## src/hdl/unsigned_to_radix_digits_unit_macros.svh

```systemverilog
// assertion macros shared by the radix conversion unit
`ifndef UNSIGNED_TO_RADIX_DIGITS_UNIT_MACROS_SVH
`define UNSIGNED_TO_RADIX_DIGITS_UNIT_MACROS_SVH

// condition in a cycle implies a condition in the same cycle
`define UTRD_ASSERT_SAME(label, clk, rstn, ante, cons) \
    label: assert property (@(posedge clk) disable iff (!rstn) (ante) |-> (cons)) \
        else $error("utrd check failed");

// condition in a cycle implies a condition in the next cycle
`define UTRD_ASSERT_NEXT(label, clk, rstn, ante, cons) \
    label: assert property (@(posedge clk) disable iff (!rstn) (ante) |=> (cons)) \
        else $error("utrd check failed");

`endif

```

## src/hdl/utrd_pkg.sv

```systemverilog
// types, constants and the digit glyph function of the radix conversion unit
`timescale 1ns / 1ps

package utrd_pkg;

    localparam int VALUE_WIDTH_DEF = 32;
    localparam int MAX_WIDTH_DEF   = 64;

    localparam int RADIX_W = 6;
    localparam int WIDTH_W = 7;
    localparam int CHAR_W  = 7;
    localparam int DIGIT_W = 6;

    localparam logic [RADIX_W-1:0] RADIX_MIN = 6'd2;
    localparam logic [RADIX_W-1:0] RADIX_MAX = 6'd36;

    localparam logic [CHAR_W-1:0] CHAR_ZERO   = 7'h30;
    localparam logic [CHAR_W-1:0] CHAR_LETTER = 7'h37; // 'A' minus ten
    localparam logic [CHAR_W-1:0] CHAR_NONE   = 7'h00;

    typedef struct packed {
        logic load;        // take a new request
        logic div_start;   // clear remainder and bit counter
        logic div_step;    // one restoring division step
        logic write_digit; // store remainder as next digit
        logic pad_init;    // work out padding count
        logic out_pad;     // emit one padding character
        logic rd_issue;    // read the next digit from the store
        logic out_digit;   // emit the digit just read
        logic out_err;     // emit the bad radix result
    } utrd_cmd_t;

    typedef struct packed {
        logic radix_bad;
        logic val_zero;
        logic div_done;
        logic pad_zero;
        logic idx_zero;
        logic out_free;
    } utrd_stat_t;

    function automatic logic [CHAR_W-1:0] glyph(input logic [DIGIT_W-1:0] d);
        logic [CHAR_W-1:0] dx;
        dx = CHAR_W'(d);
        if (d < DIGIT_W'(10)) begin
            return CHAR_ZERO + dx;
        end
        return CHAR_LETTER + dx;
    endfunction

endpackage

```

## src/hdl/utrd_ram.sv

```systemverilog
// generic single port write, registered read RAM
`timescale 1ns / 1ps

module utrd_ram #(
    parameter int WIDTH = 8,
    parameter int DEPTH = 32
) (
    input  logic                     clk,
    input  logic                     we,
    input  logic [$clog2(DEPTH)-1:0] waddr,
    input  logic [WIDTH-1:0]         wdata,
    input  logic                     re,
    input  logic [$clog2(DEPTH)-1:0] raddr,
    output logic [WIDTH-1:0]         rdata
);

    logic [WIDTH-1:0] mem_reg [DEPTH];
    logic [WIDTH-1:0] rdata_reg;

    always_ff @(posedge clk) begin
        if (we) begin
            mem_reg[waddr] <= wdata;
        end
        if (re) begin
            rdata_reg <= mem_reg[raddr];
        end
    end

    assign rdata = rdata_reg;

endmodule

```

## src/hdl/utrd_ctrl.sv

```systemverilog
// sequencing state machine of the radix conversion unit
`timescale 1ns / 1ps

module utrd_ctrl
    import utrd_pkg::*;
(
    input  logic       aclk,
    input  logic       aresetn,
    input  logic       s_valid,
    output logic       s_ready,
    input  utrd_stat_t stat,
    output utrd_cmd_t  cmd
);

    localparam logic [2:0] S_IDLE  = 3'd0;
    localparam logic [2:0] S_SETUP = 3'd1;
    localparam logic [2:0] S_DIV   = 3'd2;
    localparam logic [2:0] S_WRITE = 3'd3;
    localparam logic [2:0] S_PAD   = 3'd4;
    localparam logic [2:0] S_EMIT  = 3'd5;
    localparam logic [2:0] S_RDATA = 3'd6;
    localparam logic [2:0] S_ERR   = 3'd7;

    logic [2:0] state_reg;
    logic [2:0] state_next;

    always_comb begin
        cmd        = '0;
        state_next = state_reg;
        s_ready    = 1'b0;
        case (state_reg)
            S_IDLE: begin
                s_ready  = 1'b1;
                cmd.load = s_valid;
                if (s_valid) begin
                    state_next = S_SETUP;
                end
            end
            S_SETUP: begin
                if (stat.radix_bad) begin
                    state_next = S_ERR;
                end else if (stat.val_zero) begin
                    state_next = S_PAD;
                end else begin
                    cmd.div_start = 1'b1;
                    state_next    = S_DIV;
                end
            end
            S_DIV: begin
                cmd.div_step = 1'b1;
                if (stat.div_done) begin
                    state_next = S_WRITE;
                end
            end
            S_WRITE: begin
                cmd.write_digit = 1'b1;
                // quotient already sits in the value register
                if (stat.val_zero) begin
                    state_next = S_PAD;
                end else begin
                    cmd.div_start = 1'b1;
                    state_next    = S_DIV;
                end
            end
            S_PAD: begin
                cmd.pad_init = 1'b1;
                state_next   = S_EMIT;
            end
            S_EMIT: begin
                if (!stat.pad_zero) begin
                    cmd.out_pad = stat.out_free;
                end else if (!stat.idx_zero) begin
                    cmd.rd_issue = 1'b1;
                    state_next   = S_RDATA;
                end else begin
                    state_next = S_IDLE;
                end
            end
            S_RDATA: begin
                if (stat.out_free) begin
                    cmd.out_digit = 1'b1;
                    state_next    = S_EMIT;
                end
            end
            S_ERR: begin
                if (stat.out_free) begin
                    cmd.out_err = 1'b1;
                    state_next  = S_IDLE;
                end
            end
            default: begin
                state_next = S_IDLE;
            end
        endcase
    end

    always_ff @(posedge aclk) begin
        if (!aresetn) begin
            state_reg <= S_IDLE;
        end else begin
            state_reg <= state_next;
        end
    end

endmodule

```

## src/hdl/utrd_datapath.sv

```systemverilog
// divider, digit store, counters and output register of the radix conversion unit
`timescale 1ns / 1ps

module utrd_datapath
    import utrd_pkg::*;
#(
    parameter int VALUE_WIDTH = VALUE_WIDTH_DEF,
    parameter int MAX_WIDTH   = MAX_WIDTH_DEF
) (
    input  logic                   aclk,
    input  logic                   aresetn,
    input  utrd_cmd_t              cmd,
    output utrd_stat_t             stat,
    input  logic [VALUE_WIDTH-1:0] s_value,
    input  logic [RADIX_W-1:0]     s_radix,
    input  logic [WIDTH_W-1:0]     s_min_width,
    output logic                   m_valid,
    input  logic                   m_ready,
    output logic [CHAR_W-1:0]      m_character,
    output logic                   m_last,
    output logic                   m_error
);

`include "unsigned_to_radix_digits_unit_macros.svh"

    localparam int AW = $clog2(VALUE_WIDTH);
    localparam int CW = $clog2(VALUE_WIDTH + 1);
    localparam int BW = $clog2(VALUE_WIDTH);

    logic [VALUE_WIDTH-1:0] val_reg;
    logic [RADIX_W-1:0]     radix_reg;
    logic [WIDTH_W-1:0]     width_reg;
    logic [DIGIT_W-1:0]     rem_reg;
    logic [BW-1:0]          bit_reg;
    logic [CW-1:0]          count_reg;
    logic [WIDTH_W-1:0]     pad_reg;
    logic [CW-1:0]          idx_reg;
    logic                   m_valid_reg;
    logic [CHAR_W-1:0]      char_reg;
    logic                   last_reg;
    logic                   error_reg;

    logic [DIGIT_W:0]       shifted;
    logic [DIGIT_W:0]       diff;
    logic                   fits;
    logic [DIGIT_W-1:0]     rem_next;
    logic [VALUE_WIDTH-1:0] val_next;
    logic [WIDTH_W-1:0]     count_ext;
    logic [WIDTH_W-1:0]     pad_next;
    logic [CW-1:0]          idx_dec;
    logic [DIGIT_W-1:0]     rd_data;
    logic [WIDTH_W-1:0]     width_next;

    // restoring division, one quotient bit a cycle
    assign shifted  = {rem_reg, val_reg[VALUE_WIDTH-1]};
    assign diff     = shifted - {1'b0, radix_reg};
    assign fits     = shifted >= {1'b0, radix_reg};
    assign rem_next = fits ? diff[DIGIT_W-1:0] : shifted[DIGIT_W-1:0];
    assign val_next = {val_reg[VALUE_WIDTH-2:0], fits};

    assign width_next = (s_min_width > WIDTH_W'(MAX_WIDTH)) ? WIDTH_W'(MAX_WIDTH)
                                                            : s_min_width;
    assign count_ext  = WIDTH_W'(count_reg);
    assign pad_next   = (width_reg > count_ext) ? width_reg - count_ext : '0;
    assign idx_dec    = idx_reg - CW'(1);

    utrd_ram #(
        .WIDTH(DIGIT_W),
        .DEPTH(VALUE_WIDTH)
    ) u_store (
        .clk  (aclk),
        .we   (cmd.write_digit),
        .waddr(count_reg[AW-1:0]),
        .wdata(rem_reg),
        .re   (cmd.rd_issue),
        .raddr(idx_dec[AW-1:0]),
        .rdata(rd_data)
    );

    assign stat.radix_bad = (radix_reg < RADIX_MIN) || (radix_reg > RADIX_MAX);
    assign stat.val_zero  = (val_reg == '0);
    assign stat.div_done  = (bit_reg == BW'(VALUE_WIDTH - 1));
    assign stat.pad_zero  = (pad_reg == '0);
    assign stat.idx_zero  = (idx_reg == '0);
    assign stat.out_free  = !m_valid_reg || m_ready;

    // control state
    always_ff @(posedge aclk) begin
        if (!aresetn) begin
            m_valid_reg <= 1'b0;
            count_reg   <= '0;
            pad_reg     <= '0;
            idx_reg     <= '0;
            bit_reg     <= '0;
        end else begin
            if (cmd.out_pad || cmd.out_digit || cmd.out_err) begin
                m_valid_reg <= 1'b1;
            end else if (m_ready) begin
                m_valid_reg <= 1'b0;
            end
            if (cmd.load) begin
                count_reg <= '0;
            end else if (cmd.write_digit) begin
                count_reg <= count_reg + CW'(1);
            end
            if (cmd.pad_init) begin
                pad_reg <= pad_next;
                idx_reg <= count_reg;
            end else begin
                if (cmd.out_pad) begin
                    pad_reg <= pad_reg - WIDTH_W'(1);
                end
                if (cmd.out_digit) begin
                    idx_reg <= idx_dec;
                end
            end
            if (cmd.div_start) begin
                bit_reg <= '0;
            end else if (cmd.div_step) begin
                bit_reg <= bit_reg + BW'(1);
            end
        end
    end

    // payload
    always_ff @(posedge aclk) begin
        if (cmd.load) begin
            val_reg   <= s_value;
            radix_reg <= s_radix;
            width_reg <= width_next;
        end else if (cmd.div_step) begin
            val_reg <= val_next;
        end
        if (cmd.div_start) begin
            rem_reg <= '0;
        end else if (cmd.div_step) begin
            rem_reg <= rem_next;
        end
        if (cmd.out_pad) begin
            char_reg  <= CHAR_ZERO;
            last_reg  <= (pad_reg == WIDTH_W'(1)) && stat.idx_zero;
            error_reg <= 1'b0;
        end else if (cmd.out_digit) begin
            char_reg  <= glyph(rd_data);
            last_reg  <= (idx_reg == CW'(1));
            error_reg <= 1'b0;
        end else if (cmd.out_err) begin
            char_reg  <= CHAR_NONE;
            last_reg  <= 1'b1;
            error_reg <= 1'b1;
        end
    end

    assign m_valid     = m_valid_reg;
    assign m_character = char_reg;
    assign m_last      = last_reg;
    assign m_error     = error_reg;

    `UTRD_ASSERT_SAME(a_store_in_range, aclk, aresetn, cmd.write_digit,
        count_reg < CW'(VALUE_WIDTH))
    `UTRD_ASSERT_SAME(a_digit_below_radix, aclk, aresetn, cmd.write_digit,
        rem_reg < radix_reg)
    `UTRD_ASSERT_SAME(a_err_only_bad_radix, aclk, aresetn, cmd.out_err, stat.radix_bad)
    `UTRD_ASSERT_SAME(a_no_overwrite, aclk, aresetn,
        cmd.out_pad || cmd.out_digit || cmd.out_err, stat.out_free)
    `UTRD_ASSERT_NEXT(a_digit_read_valid, aclk, aresetn, cmd.rd_issue,
        !stat.idx_zero || cmd.out_digit || !stat.out_free)

endmodule

```

## src/hdl/unsigned_to_radix_digits_unit.sv

```systemverilog
// top level of the unsigned to radix ASCII conversion unit
//
//   channel | direction | ports                                     | request
//   s_      | in        | s_value, s_radix, s_min_width             | one number to convert
//   m_      | out       | m_character, m_last, m_error              | one ASCII character
//
// each digit is worked out in the bit-serial restoring divider, then written to the digit store,
// and all digits are worked out before the first character is output
// padding characters leave one a cycle while the output is not stalled; each digit waits for its store read
// the divider is the limit on conversion time
// a new request is taken once the last character sits in the output register
// reset is synchronous and active low; output stalls hold the sequencer
`timescale 1ns / 1ps

module unsigned_to_radix_digits_unit
    import utrd_pkg::*;
#(
    parameter int VALUE_WIDTH = VALUE_WIDTH_DEF,
    parameter int MAX_WIDTH   = MAX_WIDTH_DEF
) (
    input  logic                   aclk,
    input  logic                   aresetn,
    input  logic                   s_valid,
    output logic                   s_ready,
    input  logic [VALUE_WIDTH-1:0] s_value,
    input  logic [RADIX_W-1:0]     s_radix,
    input  logic [WIDTH_W-1:0]     s_min_width,
    output logic                   m_valid,
    input  logic                   m_ready,
    output logic [CHAR_W-1:0]      m_character,
    output logic                   m_last,
    output logic                   m_error
);

    utrd_cmd_t  cmd;
    utrd_stat_t stat;

    utrd_ctrl u_ctrl (
        .aclk   (aclk),
        .aresetn(aresetn),
        .s_valid(s_valid),
        .s_ready(s_ready),
        .stat   (stat),
        .cmd    (cmd)
    );

    utrd_datapath #(
        .VALUE_WIDTH(VALUE_WIDTH),
        .MAX_WIDTH  (MAX_WIDTH)
    ) u_datapath (
        .aclk       (aclk),
        .aresetn    (aresetn),
        .cmd        (cmd),
        .stat       (stat),
        .s_value    (s_value),
        .s_radix    (s_radix),
        .s_min_width(s_min_width),
        .m_valid    (m_valid),
        .m_ready    (m_ready),
        .m_character(m_character),
        .m_last     (m_last),
        .m_error    (m_error)
    );

endmodule
```

## config.mk

```make
export PLATFORM = sky130hd
export DESIGN_NAME = unsigned_to_radix_digits_unit
export DESIGN_NICKNAME = d
export VERILOG_FILES = /design/src/hdl/utrd_pkg.sv /design/src/hdl/utrd_ram.sv /design/src/hdl/utrd_ctrl.sv /design/src/hdl/utrd_datapath.sv /design/src/hdl/unsigned_to_radix_digits_unit.sv
export VERILOG_INCLUDE_DIRS = /design/src /design/src/hdl
export SDC_FILE = /design/constraint.sdc
export NUM_CORES = 1
export LEC_CHECK = 0
export BUFFER_PORTS_ARGS = -buffer_cell sky130_fd_sc_hd__buf_2
export CAP_MARGIN = 15
export CORE_UTILIZATION = 33
export CTS_CLUSTER_SIZE = 30
export DETAILED_ROUTE_END_ITERATION = 10
export PLACE_DENSITY_LB_ADDON = 0.15
export SYNTH_ARGS = -nofsm -noshare
export SYNTH_HDL_FRONTEND = slang
export SYNTH_SLANG_ARGS = --single-unit
```

## constraint.sdc

```tcl
create_clock -name aclk -period 2.7 [get_ports aclk]
set_input_delay 0 -clock aclk [delete_from_list [all_inputs] [get_ports aclk]]
set_output_delay 0 -clock aclk [all_outputs]
set_load 0.005 [all_outputs]
```

==> results.yml <==
outcome:
  status: "finished clean"
worst_setup_path:
  critical_path_class: "flip-flop to flip-flop"
  rr_endpoint: "u_datapath.u_store.rdata[1]$_DFFE_PP_"
  r2r-start: "u_datapath.idx_reg[1]$_SDFFE_PN0P_"
  crit_path_start_kind: "flip-flop"
  r2r_slack_ns: 0.36
  critPathRequiredTime_ns: 2.95
  endpoint_kind: "flip-flop"
  r2r_cells: 7
  cp_max_fo: 32
  crit_arrival_ns: 2.59
floorplanning:
  die_h_um: 197
  initial_core_util: 0.338
  die-area_um2: 38600
  core-area_um2: 37000
  die_width_um: 197
  fp-row-count: 70
  ios: 60
routing:
  dr.pass1.iters: 6
  wl_um: 29100
  drcViolationCount: 0
  viasPerCell: 4.78
  vias: 7615
  post_drt_wl_per_cell_um: 18.3
  drtAntennaViolNets: 0
  drt-initial-drc-count: 296
power:
  power_mw: 12.5
  vdd_drop_max_v: 0.000706
  leakagePower_nw: 5.57
  power_density_nw_per_um2: 817
yosys:
  synth-main-ff-cell: "edfxtp_1"
  synth_cells: 897
  async_reset_ff_frac: 0
  synth.avg_cell_area_um2: 13.9
  synth_edf_count: 244
  synth_largest_area_cell: "edfxtp_1"
  yosysWarnings: 0
  syn_area_um2: 12500
  synth-seq-area-share: 0.654
  ys_ff_latch: 286
  synth_top_cell_area_share: 0.586
  syn-num-nets: 973
  yosys.cell_types.count: 61
  synthTopCellsByArea: "edfxtp_1 59%, mux4_2 7.2%, dfxtp_1 6.7%"
clocking:
  htreeDepth: 2
  numCtsBuffers: 34
  clock_latency_ns: 0.52
  clock-sinks: 286
  root_buffer: "clkbuf_16"
  cts_tree: "done"
  cts_hold_buf: 47
  cts_buffer_depth: 3
  clk_pin_slew_ns: 0.06
  post_cts_resized: 0
  cts_setup_buffers: 0
timing:
  relSlewSlack: 0.567
  finalMaxSlewViolations: 0
  worst_pin_slew_ns: 0.649
  skew_ns: 0.0145
  period_needed_ns: 2.34
  setup_viol: 0
  tns_ns: 0
  hold_viol: 0
  min_period_over_period: 0.868
  rsz0062_at_grt: "no"
  max_freq_mhz: 427
min_path:
  holdPathEnd: "u_datapath.m_valid$_SDFFE_PN0P_"
  hold_depth: 3
  hold_class: "input port to flip-flop"
  min_from: "m_ready"
layout:
  areaGrowthSynthToFinish_pct: 22.5
  diodes: 0
  drive_above_1_share: 0.210
  nets: 1140
  fin_area_um2: 15300
  fin_util: 0.414
  largest_reg_flops: 192
place:
  hpwlAfterDp_um: 19300
  gp_congestion: 0.782
  placed_area_um2: 13700
  port_buffers: 59
global_routing:
  overflow: 0
  antenna_found_initial: 0
  grt_pass1_wl_um: 45500
  grt_pass1_vias: 7834
  grt_usage: 0.154
  grt_max_degree: 46
job:
  max_cap_viol_count: 0
## worst max-delay path by stage
stage / startpoint / to / depth (start not counted)
after CTS: u_datapath.count_reg[2]$_SDFFE_PP0P_ / u_datapath.pad_reg[6]$_SDFFE_PN0P_ / 8
final: u_datapath.idx_reg[1]$_SDFFE_PN0P_ / u_datapath.u_store.rdata[1]$_DFFE_PP_ / 7
after global placement: u_datapath.idx_reg[1]$_SDFFE_PN0P_ / u_datapath.u_store.rdata[4]$_DFFE_PP_ / 7
after global routing: u_datapath.count_reg[2]$_SDFFE_PP0P_ / u_datapath.pad_reg[6]$_SDFFE_PN0P_ / 8
after detailed placement: u_datapath.count_reg[2]$_SDFFE_PP0P_ / u_datapath.pad_reg[6]$_SDFFE_PN0P_ / 8
after floorplan: u_datapath.idx_reg[0]$_SDFFE_PN0P_ / u_datapath.u_store.rdata[0]$_DFFE_PP_ / 11
## cells in the final DEF, fill, tap and decap left out, types with 5 or more instances in the layout
cell type,count
dlygate4sd3_1,47
xnor2_1,14
nand3_1,11
dfxtp_1,41
clkbuf_1,7
nor4_1,10
nor3_1,11
inv_1,35
mux2_2,7
clkinv_2,6
o211ai_1,10
buf_4,57
nor2_1,83
ha_1,24
edfxtp_1,244
mux4_1,8
o221ai_1,5
buf_2,59
o21a_1,6
mux4_2,40
a21oi_1,35
nor2b_1,12
o21ai_0,32
clkbuf_16,34
a221oi_1,5
mux2i_1,20
nand2_1,142
## cell type report
cell class	count	area, um^2
timing repair buffer	166	1250
clock buffer	43	905
clock inverter	19	193
sequential	286	8170
multi-input combinational	541	4020
tap	504	631
inverter	35	131
fill	3475	21700
## critical path, cell delays in order (launching register included)
cell	delay (ns)
dfxtp_1	0.36
inv_1	0.09
ha_2	0.37
buf_12	0.23
mux4_1	0.32
mux2_2	0.28
o211ai_1	0.24
o221ai_1	0.16
## per-stage QoR
stage | setup slack, ns | instances | hold slack, ns
final | 0.355 | 1594 | 0.0470
after global routing | 0.231 | 1594 | 0.0330
after CTS | 0.339 | 1594 | 0.0175
after detailed placement | 0.351 | 1485 | 0.179
after global placement | 0.385 | 1485 | 0.178
after floorplan | 0.0408 | 897 | 0.0989
## synth_stat cells (all sizes together) (6+ instances only)
library cell,number
mux2i,20
xnor2,14
a21oi,35
o211ai,10
nand3,11
a221oi,6
dfxtp,42
clkbuf,19
mux4,48
nor2,84
buf,16
mux2,7
inv,35
nor4,10
o21a,6
edfxtp,244
ha,25
nand2,142
nor3,12
o21ai,33
nor2b,12
## power breakdown
group          internal (mW)  leakage, nW  switching, mW
combinational          0.827         2.44           1.45
sequential              5.56         2.60          0.225
clock                   2.61        0.531           1.83
## cells by family (layout without fill, tap and decap cells)
family	count (synthesis)	in the layout	share of synthesized area
AO/OA/AOI/OAI	121	121	0.0630
buffers and inverters	70	263	0.0261
flip-flops	286	286	0.654
adder cells (fa/ha/maj)	27	27	0.0282
XOR/XNOR	19	19	0.0133
multiplexers	75	75	0.111
AND/OR/NAND/NOR	299	299	0.104
## metal layers
layer,GRT usage,part of all wire
met1,0.209,0.46
met2,0.261,0.48
met3,0.0231,0.032
met4,0.0376,0.019
met5,0,0
Power figures use the tool's default switching activity.
